<file path="config.mk">
export PLATFORM = sky130hd
export DESIGN_NAME = colormap_pixel_stroke_compositor_core
export DESIGN_NICKNAME = d
export VERILOG_FILES = /design/src/rtl/cpsc_pkg.sv /design/src/rtl/colormap_pixel_stroke_compositor_core.sv /design/src/rtl/cpsc_kernel.sv
export SDC_FILE = /design/constraint.sdc
export NUM_CORES = 1
export LEC_CHECK = 0
export BUFFER_PORTS_ARGS = -buffer_cell sky130_fd_sc_hd__buf_2
export CAP_MARGIN = 20
export CORE_UTILIZATION = 53
export CTS_CLUSTER_SIZE = 10
export DETAILED_ROUTE_END_ITERATION = 8
export GPL_TIMING_DRIVEN = 0
export MAX_ROUTING_LAYER = met4
export PLACE_DENSITY = 0.89
export RECOVER_POWER = 100
export REMOVE_ABC_BUFFERS = 1
export SKIP_LAST_GASP = 1
export SLEW_MARGIN = 20
export SYNTH_ARGS = -nofsm -noshare
export SYNTH_HDL_FRONTEND = slang
export SYNTH_SLANG_ARGS = --single-unit
</file>
<file path="constraint.sdc">
create_clock -name clk -period 7.7 [get_ports clk]
set_input_delay 0.77 -clock clk [delete_from_list [all_inputs] [get_ports clk]]
set_output_delay 0.77 -clock clk [all_outputs]
set_load 0.05 [all_outputs]
</file>
<file path="src/rtl/cpsc_pkg.sv">
`default_nettype none

package cpsc_pkg;

  localparam int unsigned STYLE_W    = 12;
  localparam int unsigned TONE_W     = 8;
  localparam int unsigned NEAR_N     = 4;
  localparam int unsigned CFG_IDX_W  = 3;
  localparam int unsigned CFG_DATA_W = 12;

  localparam logic [TONE_W-1:0] TONE_NONE    = 8'd255;
  localparam logic [2:0]        FINGER_LIMIT = 3'd2;

  typedef enum logic [1:0] {
    TASK_BRUSH      = 2'd0,
    TASK_ERASE      = 2'd1,
    TASK_PAINTBRUSH = 2'd2,
    TASK_FINGER     = 2'd3
  } task_mode_t;

  typedef enum logic [1:0] {
    KIND_INK       = 2'd0,
    KIND_PAINT     = 2'd1,
    KIND_INK_PAINT = 2'd2
  } color_kind_t;

  typedef enum logic [CFG_IDX_W-1:0] {
    CFG_TASK_MODE      = 3'd0,
    CFG_COLOR_KIND     = 3'd1,
    CFG_SELECTIVE      = 3'd2,
    CFG_LOCK_ALPHA     = 3'd3,
    CFG_KEEP_ANTIALIAS = 3'd4,
    CFG_SELECTED_STYLE = 3'd5,
    CFG_PALETTE_ORDER  = 3'd6
  } cfg_index_t;

  typedef struct packed {
    task_mode_t         task_mode;
    color_kind_t        color_kind;
    logic               selective;
    logic               lock_alpha;
    logic               keep_antialias;
    logic [STYLE_W-1:0] selected_style;
    logic               palette_order;
  } cfg_t;

  typedef struct packed {
    logic [STYLE_W-1:0]        brush_ink;
    logic [TONE_W-1:0]         brush_tone;
    logic [STYLE_W-1:0]        old_ink;
    logic [STYLE_W-1:0]        old_paint;
    logic [TONE_W-1:0]         old_tone;
    logic                      old_ink_above;
    logic                      at_edge;
    logic [NEAR_N*TONE_W-1:0]  near_tones;
    logic [NEAR_N*STYLE_W-1:0] near_inks;
  } in_t;

  typedef struct packed {
    logic [STYLE_W-1:0] new_ink;
    logic [STYLE_W-1:0] new_paint;
    logic [TONE_W-1:0]  new_tone;
  } out_t;

endpackage

`default_nettype wire

</file>
<file path="src/rtl/colormap_pixel_stroke_compositor_core.sv">
// an input transfer passes the input register, then the result register, to out_data;
// one pixel per cycle sustained while out_stall stays low
// in_stall rises only when both stages hold pixels and out_stall is high
// reset (rst_n low, synchronous) empties both stages and clears all
// configuration registers to 0
`default_nettype none

module colormap_pixel_stroke_compositor_core (
  input  wire                                   clk,
  input  wire                                   rst_n,
  input  wire                                   cfg_we,
  input  wire [cpsc_pkg::CFG_IDX_W-1:0]         cfg_index,
  input  wire [cpsc_pkg::CFG_DATA_W-1:0]        cfg_data,
  input  wire                                   in_valid,
  output logic                                  in_stall,
  input  wire cpsc_pkg::in_t                    in_data,
  output logic                                  out_valid,
  input  wire                                   out_stall,
  output cpsc_pkg::out_t                        out_data
);

  cpsc_pkg::cfg_t cfg_r;
  cpsc_pkg::in_t  pix_r;
  logic           pix_valid_r;
  logic           out_valid_r;
  cpsc_pkg::out_t out_data_r;
  cpsc_pkg::out_t res_nxt;
  logic           out_load;
  logic           in_load;

  always_ff @(posedge clk) begin
    if (!rst_n) begin
      cfg_r <= '0;
    end else if (cfg_we) begin
      unique case (cpsc_pkg::cfg_index_t'(cfg_index))
        cpsc_pkg::CFG_TASK_MODE:      cfg_r.task_mode <= cpsc_pkg::task_mode_t'(cfg_data[1:0]);
        cpsc_pkg::CFG_COLOR_KIND:     cfg_r.color_kind <= cpsc_pkg::color_kind_t'(cfg_data[1:0]);
        cpsc_pkg::CFG_SELECTIVE:      cfg_r.selective <= cfg_data[0];
        cpsc_pkg::CFG_LOCK_ALPHA:     cfg_r.lock_alpha <= cfg_data[0];
        cpsc_pkg::CFG_KEEP_ANTIALIAS: cfg_r.keep_antialias <= cfg_data[0];
        cpsc_pkg::CFG_SELECTED_STYLE: cfg_r.selected_style <= cfg_data;
        cpsc_pkg::CFG_PALETTE_ORDER:  cfg_r.palette_order <= cfg_data[0];
        default:                      cfg_r <= cfg_r;
      endcase
    end
  end

  assign out_load = pix_valid_r && (!out_valid_r || !out_stall);
  assign in_stall = pix_valid_r && out_valid_r && out_stall;
  assign in_load  = in_valid && !in_stall;

  always_ff @(posedge clk) begin
    if (!rst_n) begin
      pix_valid_r <= 1'b0;
      out_valid_r <= 1'b0;
    end else begin
      if (in_load) begin
        pix_valid_r <= 1'b1;
      end else if (out_load) begin
        pix_valid_r <= 1'b0;
      end
      if (out_load) begin
        out_valid_r <= 1'b1;
      end else if (!out_stall) begin
        out_valid_r <= 1'b0;
      end
    end
  end

  always_ff @(posedge clk) begin
    if (in_load) begin
      pix_r <= in_data;
    end
    if (out_load) begin
      out_data_r <= res_nxt;
    end
  end

  cpsc_kernel u_kernel (
    .cfg (cfg_r),
    .pix (pix_r),
    .res (res_nxt)
  );

  assign out_valid = out_valid_r;
  assign out_data  = out_data_r;

endmodule

`default_nettype wire

</file>
<file path="src/rtl/cpsc_kernel.sv">
`default_nettype none

module cpsc_kernel (
  input  wire cpsc_pkg::cfg_t cfg,
  input  wire cpsc_pkg::in_t  pix,
  output cpsc_pkg::out_t      res
);

  function automatic logic [cpsc_pkg::TONE_W-1:0] erase_tone(
    input cpsc_pkg::cfg_t                 c,
    input logic [cpsc_pkg::TONE_W-1:0]    bt,
    input logic [cpsc_pkg::STYLE_W-1:0]   oink,
    input logic [cpsc_pkg::TONE_W-1:0]    ot
  );
    logic [cpsc_pkg::TONE_W-1:0] t;
    logic [cpsc_pkg::TONE_W-1:0] r;
    t = cpsc_pkg::TONE_NONE - bt;
    r = ot;
    if (!c.selective || oink == c.selected_style) begin
      if (!c.keep_antialias) begin
        if (bt == '0) r = cpsc_pkg::TONE_NONE;
      end else if (bt < cpsc_pkg::TONE_NONE) begin
        r = (ot > t) ? ot : t;
      end
    end
    return r;
  endfunction

  logic [cpsc_pkg::TONE_W-1:0]  near_t [cpsc_pkg::NEAR_N];
  logic [cpsc_pkg::STYLE_W-1:0] near_i [cpsc_pkg::NEAR_N];
  logic [2:0]                   fill_cnt;
  logic [2:0]                   trim_cnt;
  logic [cpsc_pkg::TONE_W-1:0]  fill_min;
  logic [cpsc_pkg::TONE_W-1:0]  trim_max;
  logic                         paint_change;
  logic                         paint_match;

  // unpack neighbours: left, right, top, bottom
  always_comb begin
    for (int k = 0; k < cpsc_pkg::NEAR_N; k++) begin
      near_t[k] = pix.near_tones[k*cpsc_pkg::TONE_W +: cpsc_pkg::TONE_W];
      near_i[k] = pix.near_inks[k*cpsc_pkg::STYLE_W +: cpsc_pkg::STYLE_W];
    end
  end

  // hole fill: neighbours darker than this pixel
  always_comb begin
    fill_cnt = '0;
    fill_min = pix.old_tone;
    for (int k = 0; k < cpsc_pkg::NEAR_N; k++) begin
      if (near_t[k] < pix.old_tone) begin
        fill_cnt = fill_cnt + 3'd1;
        if (near_t[k] < fill_min) fill_min = near_t[k];
      end
    end
  end

  // protrusion trim: neighbours of other ink or lighter tone
  always_comb begin
    trim_cnt = '0;
    trim_max = pix.old_tone;
    for (int k = 0; k < cpsc_pkg::NEAR_N; k++) begin
      if (near_i[k] != pix.brush_ink) begin
        trim_cnt = trim_cnt + 3'd1;
        trim_max = cpsc_pkg::TONE_NONE;
      end else if (near_t[k] > pix.old_tone) begin
        trim_cnt = trim_cnt + 3'd1;
        if (near_t[k] > trim_max) trim_max = near_t[k];
      end
    end
  end

  assign paint_match  = !cfg.selective || pix.old_paint == cfg.selected_style;
  assign paint_change = (!cfg.selective && !cfg.lock_alpha) ||
                        (cfg.selective && pix.old_paint == '0) ||
                        (cfg.lock_alpha && pix.old_paint != '0);

  always_comb begin
    res.new_ink   = pix.old_ink;
    res.new_paint = pix.old_paint;
    res.new_tone  = pix.old_tone;
    unique case (cfg.task_mode)
      cpsc_pkg::TASK_BRUSH: begin
        if (pix.brush_tone == '0 && !cfg.selective && !cfg.lock_alpha) begin
          res.new_ink  = pix.brush_ink;
          res.new_tone = pix.brush_tone;
        end else if (cfg.lock_alpha && pix.old_tone == cpsc_pkg::TONE_NONE &&
                     pix.old_paint == '0) begin
          res.new_tone = pix.old_tone;
        end else if (pix.old_tone == '0 && cfg.selective &&
                     (!cfg.palette_order || pix.old_ink_above)) begin
          res.new_tone = pix.old_tone;
        end else if (pix.brush_tone <= pix.old_tone) begin
          res.new_ink  = pix.brush_ink;
          res.new_tone = cfg.lock_alpha ? pix.old_tone : pix.brush_tone;
        end
      end
      cpsc_pkg::TASK_ERASE: begin
        case (cfg.color_kind)
          cpsc_pkg::KIND_INK: begin
            res.new_tone = erase_tone(cfg, pix.brush_tone, pix.old_ink, pix.old_tone);
          end
          cpsc_pkg::KIND_PAINT: begin
            if (pix.brush_tone == '0 && paint_match) res.new_paint = '0;
          end
          cpsc_pkg::KIND_INK_PAINT: begin
            if (pix.brush_tone < cpsc_pkg::TONE_NONE && paint_match) res.new_paint = '0;
            res.new_tone = erase_tone(cfg, pix.brush_tone, pix.old_ink, pix.old_tone);
          end
          default: res.new_tone = pix.old_tone;
        endcase
      end
      cpsc_pkg::TASK_PAINTBRUSH: begin
        if (pix.brush_tone == '0) begin
          case (cfg.color_kind)
            cpsc_pkg::KIND_INK: res.new_ink = pix.brush_ink;
            cpsc_pkg::KIND_INK_PAINT: begin
              res.new_ink = pix.brush_ink;
              if (paint_change) res.new_paint = pix.brush_ink;
            end
            default: res.new_ink = pix.old_ink;
          endcase
        end
      end
      cpsc_pkg::TASK_FINGER: begin
        if (!pix.at_edge && pix.brush_ink != '0) begin
          if (!cfg.selective) begin
            if (fill_cnt > cpsc_pkg::FINGER_LIMIT) begin
              res.new_ink  = pix.brush_ink;
              res.new_tone = fill_min;
            end
          end else if (pix.old_tone != cpsc_pkg::TONE_NONE &&
                       pix.old_ink == pix.brush_ink) begin
            if (trim_cnt > cpsc_pkg::FINGER_LIMIT) begin
              res.new_ink  = (trim_max == cpsc_pkg::TONE_NONE) ? '0 : pix.brush_ink;
              res.new_tone = trim_max;
            end
          end
        end
      end
      default: res.new_tone = pix.old_tone;
    endcase
  end

endmodule

`default_nettype wire

</file>
After elaboration in Yosys (flattened, before gate mapping):

Index checks and enable logic that the tools add are counted.

* output and inout bits: 34
* bits of input ports: 154
* flip-flop bits (word level): 188
* logic and storage cells: 186

* equal/unequal tests: 22
* muxes and demuxes: 70
* add/subtract/negate cells: 7
* reductions and logical operators: 47
* magnitude comparators: 19

Operators with widths (count)
* 2-to-1 mux 8 bit: 34
* 2-to-1 mux 12 bit: 15
* greater-than comparator 8 bit: 8
* less-than comparator 8 bit: 7
* inequality test 12 bit: 4
* case mux 12 bit (2 select lines): 2
* equality test 12 bit: 3
* case mux 12 bit (3 select lines): 1
* 2-to-1 mux 3 bit: 10
* 2-to-1 mux 24 bit: 1
* case mux 8 bit (3 select lines): 1
* nonzero test 12 bit: 2
* logical AND 1 bit: 17
* equality test 8 bit, second input constant: 2
* zero test 8 bit: 2
* adder 3 x 1 -> 3 bit, second input constant: 5
* AND reduction 2 bit: 7
* zero test 12 bit: 1
* equality test 3 bit, second input constant: 3
* less-or-equal comparator 8 bit: 1
* less-than comparator 8 bit, second input constant: 1
* inequality test 8 bit, second input constant: 1
* subtractor 8 bit, first input constant: 1
* zero test 1 bit: 7
* 13 further kinds: 29

Depth between registers and ports, before layout:

* depth after elaboration: 22
* depth in mapped cells: 38
* mapped depth without buffers: 35

Hierarchy:

Synthesis repeated with hierarchy kept, for this count alone.

* cell total of the unflattened synthesis: 1229
* area total of the unflattened synthesis: 12882.4 um^2

Modules (own cells, without submodules)
* cpsc_kernel: instances 1, cells an instance 970, seq. area each 0.0 um^2, area each 6970.4 um^2
* colormap_pixel_stroke_compositor_core: instances 1, cells an instance 259, seq. area each 5425.2 um^2, area each 5911.9 um^2

Worst setup path before layout:

OpenSTA, ideal clock, no wires.

* path kind: input to register
* from: input out_stall
* to: register pix_r[0] (netlist bit) (enable)
* setup slack: -0.014 ns
* required time: 7.058 ns
* path buffers: 0
* setup time: 0.642 ns
* arrival: 7.072 ns
* stages: 2
* cells stage by stage: and3_1 > nor2b_1

* longest elaborated chain between the ends: 3

Ends and longest elaborated chain
* start, declared: line colormap_pixel_stroke_compositor_core.sv:18 `input wire out_stall,`
* logical AND 1 bit: line colormap_pixel_stroke_compositor_core.sv:49 `assign in_stall = pix_valid_r && out_valid_r && out_stall;`
* zero test 1 bit: line colormap_pixel_stroke_compositor_core.sv:50 `assign in_load = in_valid && !in_stall;`
* logical AND 1 bit: line colormap_pixel_stroke_compositor_core.sv:50
* via in_load: line colormap_pixel_stroke_compositor_core.sv:29 `logic in_load;`
* end signal, assigned: line colormap_pixel_stroke_compositor_core.sv:72 `pix_r <= in_data;`
* end, declared: line colormap_pixel_stroke_compositor_core.sv:23 `cpsc_pkg::in_t pix_r;`

The timed path passes the listed nets, and every way through them passes these cells.
A chain may end at the register's enable or synchronous reset.

==> metrics.log <==
INFO  metric status = complete, but fails checks
INFO  metric violations_in_the_final_reports = max-capacitance violations, max-slew violations, negative setup slack
INFO  metric finalHoldViolCount = 0
INFO  metric route.detailed.wl_per_inst = roughly 22 µm
INFO  metric globalplace.congestion = a little over 1
INFO  metric cts.clk_slew.worst_paths = 90 ps
INFO  metric power_leakage = 6.02 nW
INFO  metric yosysUniqueCellTypes = 82
INFO  metric final_antenna_net_count = 0
INFO  metric io-pin-count = 188
INFO  metric worst-setup-path-type = flop to flop
INFO  metric detailroute.via_count = 11400
INFO  metric cts_made_buffers = 17
INFO  metric tightest_slew = between 2000 and 3000 ps
INFO  metric worstHoldPathCells = 1
INFO  metric cts_max_path_buffers = 2
INFO  metric grt_pass1_vias = 10900
INFO  metric worst_ir_drop_vdd = about 0.13 mV
INFO  metric drt-pass1-iter-count = 6
INFO  metric grt_max_degree = 36
INFO  metric yosysWarningCount = 0
INFO  metric holdBufCountCts = 0
INFO  metric primary_ff_master_synth = sky130_fd_sc_hd__edfxtp_1
INFO  metric antenna_found_initial = 1
INFO  metric finalInstanceArea = 0.0152 mm²
INFO  metric buffer_type_at_the_clock_tree_root = sky130_fd_sc_hd__clkbuf_16
INFO  metric share_of_yosys_cell_area_claimed_by_the_top_area_cell_type = 0.393
INFO  metric place.detailed.hpwl = 27400 µm
INFO  metric synth_area_leaders = sky130_fd_sc_hd__edfxtp_1 39%, sky130_fd_sc_hd__ha_1 10%, sky130_fd_sc_hd__xor2_1 4.2%
INFO  metric cell_with_the_largest_stage_delay_on_the_worst_path = sky130_fd_sc_hd__edfxtp_1
INFO  metric die_y = 157 µm
INFO  metric timing.slew.headroom = -0.967
INFO  metric floorplan.core_area = about 0.023 mm²
INFO  metric cp_max_fo = 6
INFO  metric share_of_cells_above_drive_strength_1 = 0.246
INFO  metric worst_ep_arrival_time = roughly 8000 ps
INFO  metric achievable-frequency = 126 MHz
INFO  metric setup_violations = 13
INFO  metric cts-htree-levels = 4
INFO  metric initial_utilization = 0.540
INFO  metric design.die.area = 0.0245 mm²
INFO  metric yosys_register_bits = about 190
INFO  metric route.detailed.vias_per_inst = ~6.5
INFO  metric wire_length_of_the_first_global_routing_pass = roughly 58000 µm
INFO  metric total_area_of_multi_input_combinational_cells = 0.00705 mm²
INFO  metric grt_remaining_overflow = 0
INFO  metric crit_top_cell = sky130_fd_sc_hd__ha_1
INFO  metric core.rowCount = 56
INFO  metric netlist_instances = roughly 1200
INFO  metric hp-class = primary input to flop
INFO  metric filler_cell_count = between 1500 and 2000
INFO  metric power.total = 0.00291 W
INFO  metric slew_violations = 67
INFO  metric cpPeakStageDelay = 510 ps
INFO  metric dieWidth = 157 µm
INFO  metric crit_required = between 7000 and 8000 ps
INFO  metric clk-insertion-delay-late = 450 ps
INFO  metric port_buffers = 187
INFO  metric area.sequential = around 0.0054 mm²
INFO  metric ff2ff_path_depth = 36
INFO  metric routed_wl = 39400 µm
INFO  metric setup_repair_after_global_routing_missed_its_margin = yes
INFO  metric syn_area = 0.0127 mm²
INFO  metric synth-async-reset-ratio = 0
INFO  metric critical_path.startpoint_type = flop
INFO  metric critPathCaptureType = flop
INFO  metric areaGrowthSynthToFinish = 19.5%
INFO  metric period_needed = ~7900 ps
INFO  metric cts.sinks = 188
INFO  metric fin_skew = roughly 19 ps
INFO  metric postPlaceCellArea = around 0.014 mm²
INFO  metric power.density = ~190 mW/mm²
INFO  metric tritoncts = yes
INFO  metric remaining_drc_errors = 0
INFO  metric seq_area_frac_synth = 0.428
INFO  metric post-route-worst-setup-slack = -223 ps
INFO  metric post_synth.cell_area_avg = approximately 11 µm²
INFO  metric place_inst = about 1700
INFO  metric first_iter_violations = about 1400
INFO  metric drv_cap = 3
INFO  metric finish.cell_count_without_fillers = about 1800
INFO  metric design.final.nets = ~1700
INFO  metric final.period_utilization = 1.03
INFO  metric synth-edff-count = about 170
INFO  metric grt_util_all_layers = 0.325
INFO  metric cell_type_contributing_the_most_total_cell_area_after_synthesis = sky130_fd_sc_hd__edfxtp_1
critical path: cells and delay by family (launching register included):
family	cells	cell delay [ps]
mux	1	180
fa+ha+maj	4	1310
buf+inv	6	960
flops	1	510
compound gates	19	3450
simple gates	6	1260
per-layer routing:
metal / track usage / vias to the layer above / part of all wire
li1: - / 5028 / -
met1: 0.384 / 5352 / 0.37
met2: 0.524 / 815 / 0.47
met3: 0.0637 / 163 / 0.10
met4: 0.178 / 0 / 0.058
met5: - / - / 0
kinds of logic after synthesis:
family,share of synthesized area
AO/OA/AOI/OAI,0.203
multiplexers,0.0331
adder cells (fa/ha/maj),0.105
AND/OR/NAND/NOR,0.128
flip-flops,0.428
buffers and inverters,0.0443
XOR/XNOR,0.0594
state kept, by name (all words and copies together), names as in the netlist:
| signal | flops |
|---|---|
| cfg_r | 20 |
| out_valid | 1 |
| pix_valid_r | 1 |
| pix_r | 134 |
| out_data | 32 |
power by group:
part / total, W / switching [W] / internal [W]
clock network: 0.000931 / 0.000479 / 0.000452
registers: 0.00126 / 0.0000789 / 0.00118
logic: 0.000715 / 0.000420 / 0.000295
total: 0.00291 / 0.000978 / 0.00193
cell usage after synthesis, types with 6 or more instances:
library cell / n
sky130_fd_sc_hd__o211ai_1: 31
sky130_fd_sc_hd__a21oi_1: 65
sky130_fd_sc_hd__nor3_1: 17
sky130_fd_sc_hd__dfxtp_1: 22
sky130_fd_sc_hd__xnor2_1: 25
sky130_fd_sc_hd__o21a_1: 10
sky130_fd_sc_hd__edfxtp_1: 166
sky130_fd_sc_hd__nor2_1: 53
sky130_fd_sc_hd__a221oi_1: 7
sky130_fd_sc_hd__clkbuf_1: 24
sky130_fd_sc_hd__ha_1: 106
sky130_fd_sc_hd__nand4_1: 28
sky130_fd_sc_hd__buf_2: 16
sky130_fd_sc_hd__a31oi_1: 10
sky130_fd_sc_hd__o21ai_0: 33
sky130_fd_sc_hd__a21boi_0: 16
sky130_fd_sc_hd__nand2_1: 88
sky130_fd_sc_hd__a22o_1: 27
sky130_fd_sc_hd__xor2_1: 61
sky130_fd_sc_hd__nand3_1: 28
sky130_fd_sc_hd__mux2_2: 7
sky130_fd_sc_hd__inv_1: 64
sky130_fd_sc_hd__nor4_1: 23
sky130_fd_sc_hd__nor2b_1: 19
sky130_fd_sc_hd__a211oi_1: 23
sky130_fd_sc_hd__clkbuf_2: 6
sky130_fd_sc_hd__a211oi_2: 11
sky130_fd_sc_hd__nand2b_1: 12
sky130_fd_sc_hd__o22ai_1: 9
sky130_fd_sc_hd__mux2i_1: 34
sky130_fd_sc_hd__a211o_1: 8
sky130_fd_sc_hd__and2_1: 8
sky130_fd_sc_hd__a221oi_2: 10
sky130_fd_sc_hd__a21o_1: 15
sky130_fd_sc_hd__o21bai_1: 15
timing repair:
item	CTS	global route
setup endpoints to repair	20	20
cloned	0	2
gates resized for setup	29	50
buffers inserted	34	25
pin swaps	9	36
through the flow:
step                      utilization  hold WS, ps  TNS [ps]  worst slack [ps]
final                           0.646          488     -1800              -223
after global placement          0.583          474   -304090             -2040
after global routing            0.646          475     -8400              -542
after CTS                       0.634          483    -0.701            -0.701
after detailed placement        0.592          504    -29590             -1650
after floorplan                     -          466     -2550             -69.3
worst paths after layout:
kind	end	start	slack, ps
worst min-delay path	pix_r[101]	in_data[101]	490
worst min register to register	cfg_r[1]	cfg_r[1]	530
worst max-delay path	out_data[23]	pix_r[87]	-220
worst max register to register	out_data[23]	pix_r[87]	-220
layout make-up:
class | instances | area share
clock inverters | 15 | 0.0131
multi-input cells | 892 | 0.465
repair buffers | 255 | 0.0917
flip-flops and latches | 188 | 0.358
clock buffers | 17 | 0.0281
diodes | 1 | 0.000165
well taps | 319 | 0.0263
inverters | 64 | 0.0176
layout by cell type, fill, tap and decap left out, types with 25 or more instances in the layout:
cell type | netlist | layout
sky130_fd_sc_hd__nand2_1 | 88 | 88
sky130_fd_sc_hd__clkbuf_1 | 24 | 48
sky130_fd_sc_hd__nor2_1 | 53 | 51
sky130_fd_sc_hd__o211ai_1 | 31 | 31
sky130_fd_sc_hd__o21ai_0 | 33 | 28
sky130_fd_sc_hd__mux2i_1 | 34 | 30
sky130_fd_sc_hd__buf_2 | 16 | 145
sky130_fd_sc_hd__xnor2_1 | 25 | 25
sky130_fd_sc_hd__a22o_1 | 27 | 27
sky130_fd_sc_hd__ha_1 | 106 | 104
sky130_fd_sc_hd__a21oi_1 | 65 | 59
sky130_fd_sc_hd__edfxtp_1 | 166 | 166
sky130_fd_sc_hd__xor2_1 | 61 | 61
sky130_fd_sc_hd__buf_4 | 5 | 58
sky130_fd_sc_hd__nand4_1 | 28 | 28
sky130_fd_sc_hd__inv_1 | 64 | 57
(Power assumes the default switching activity.)
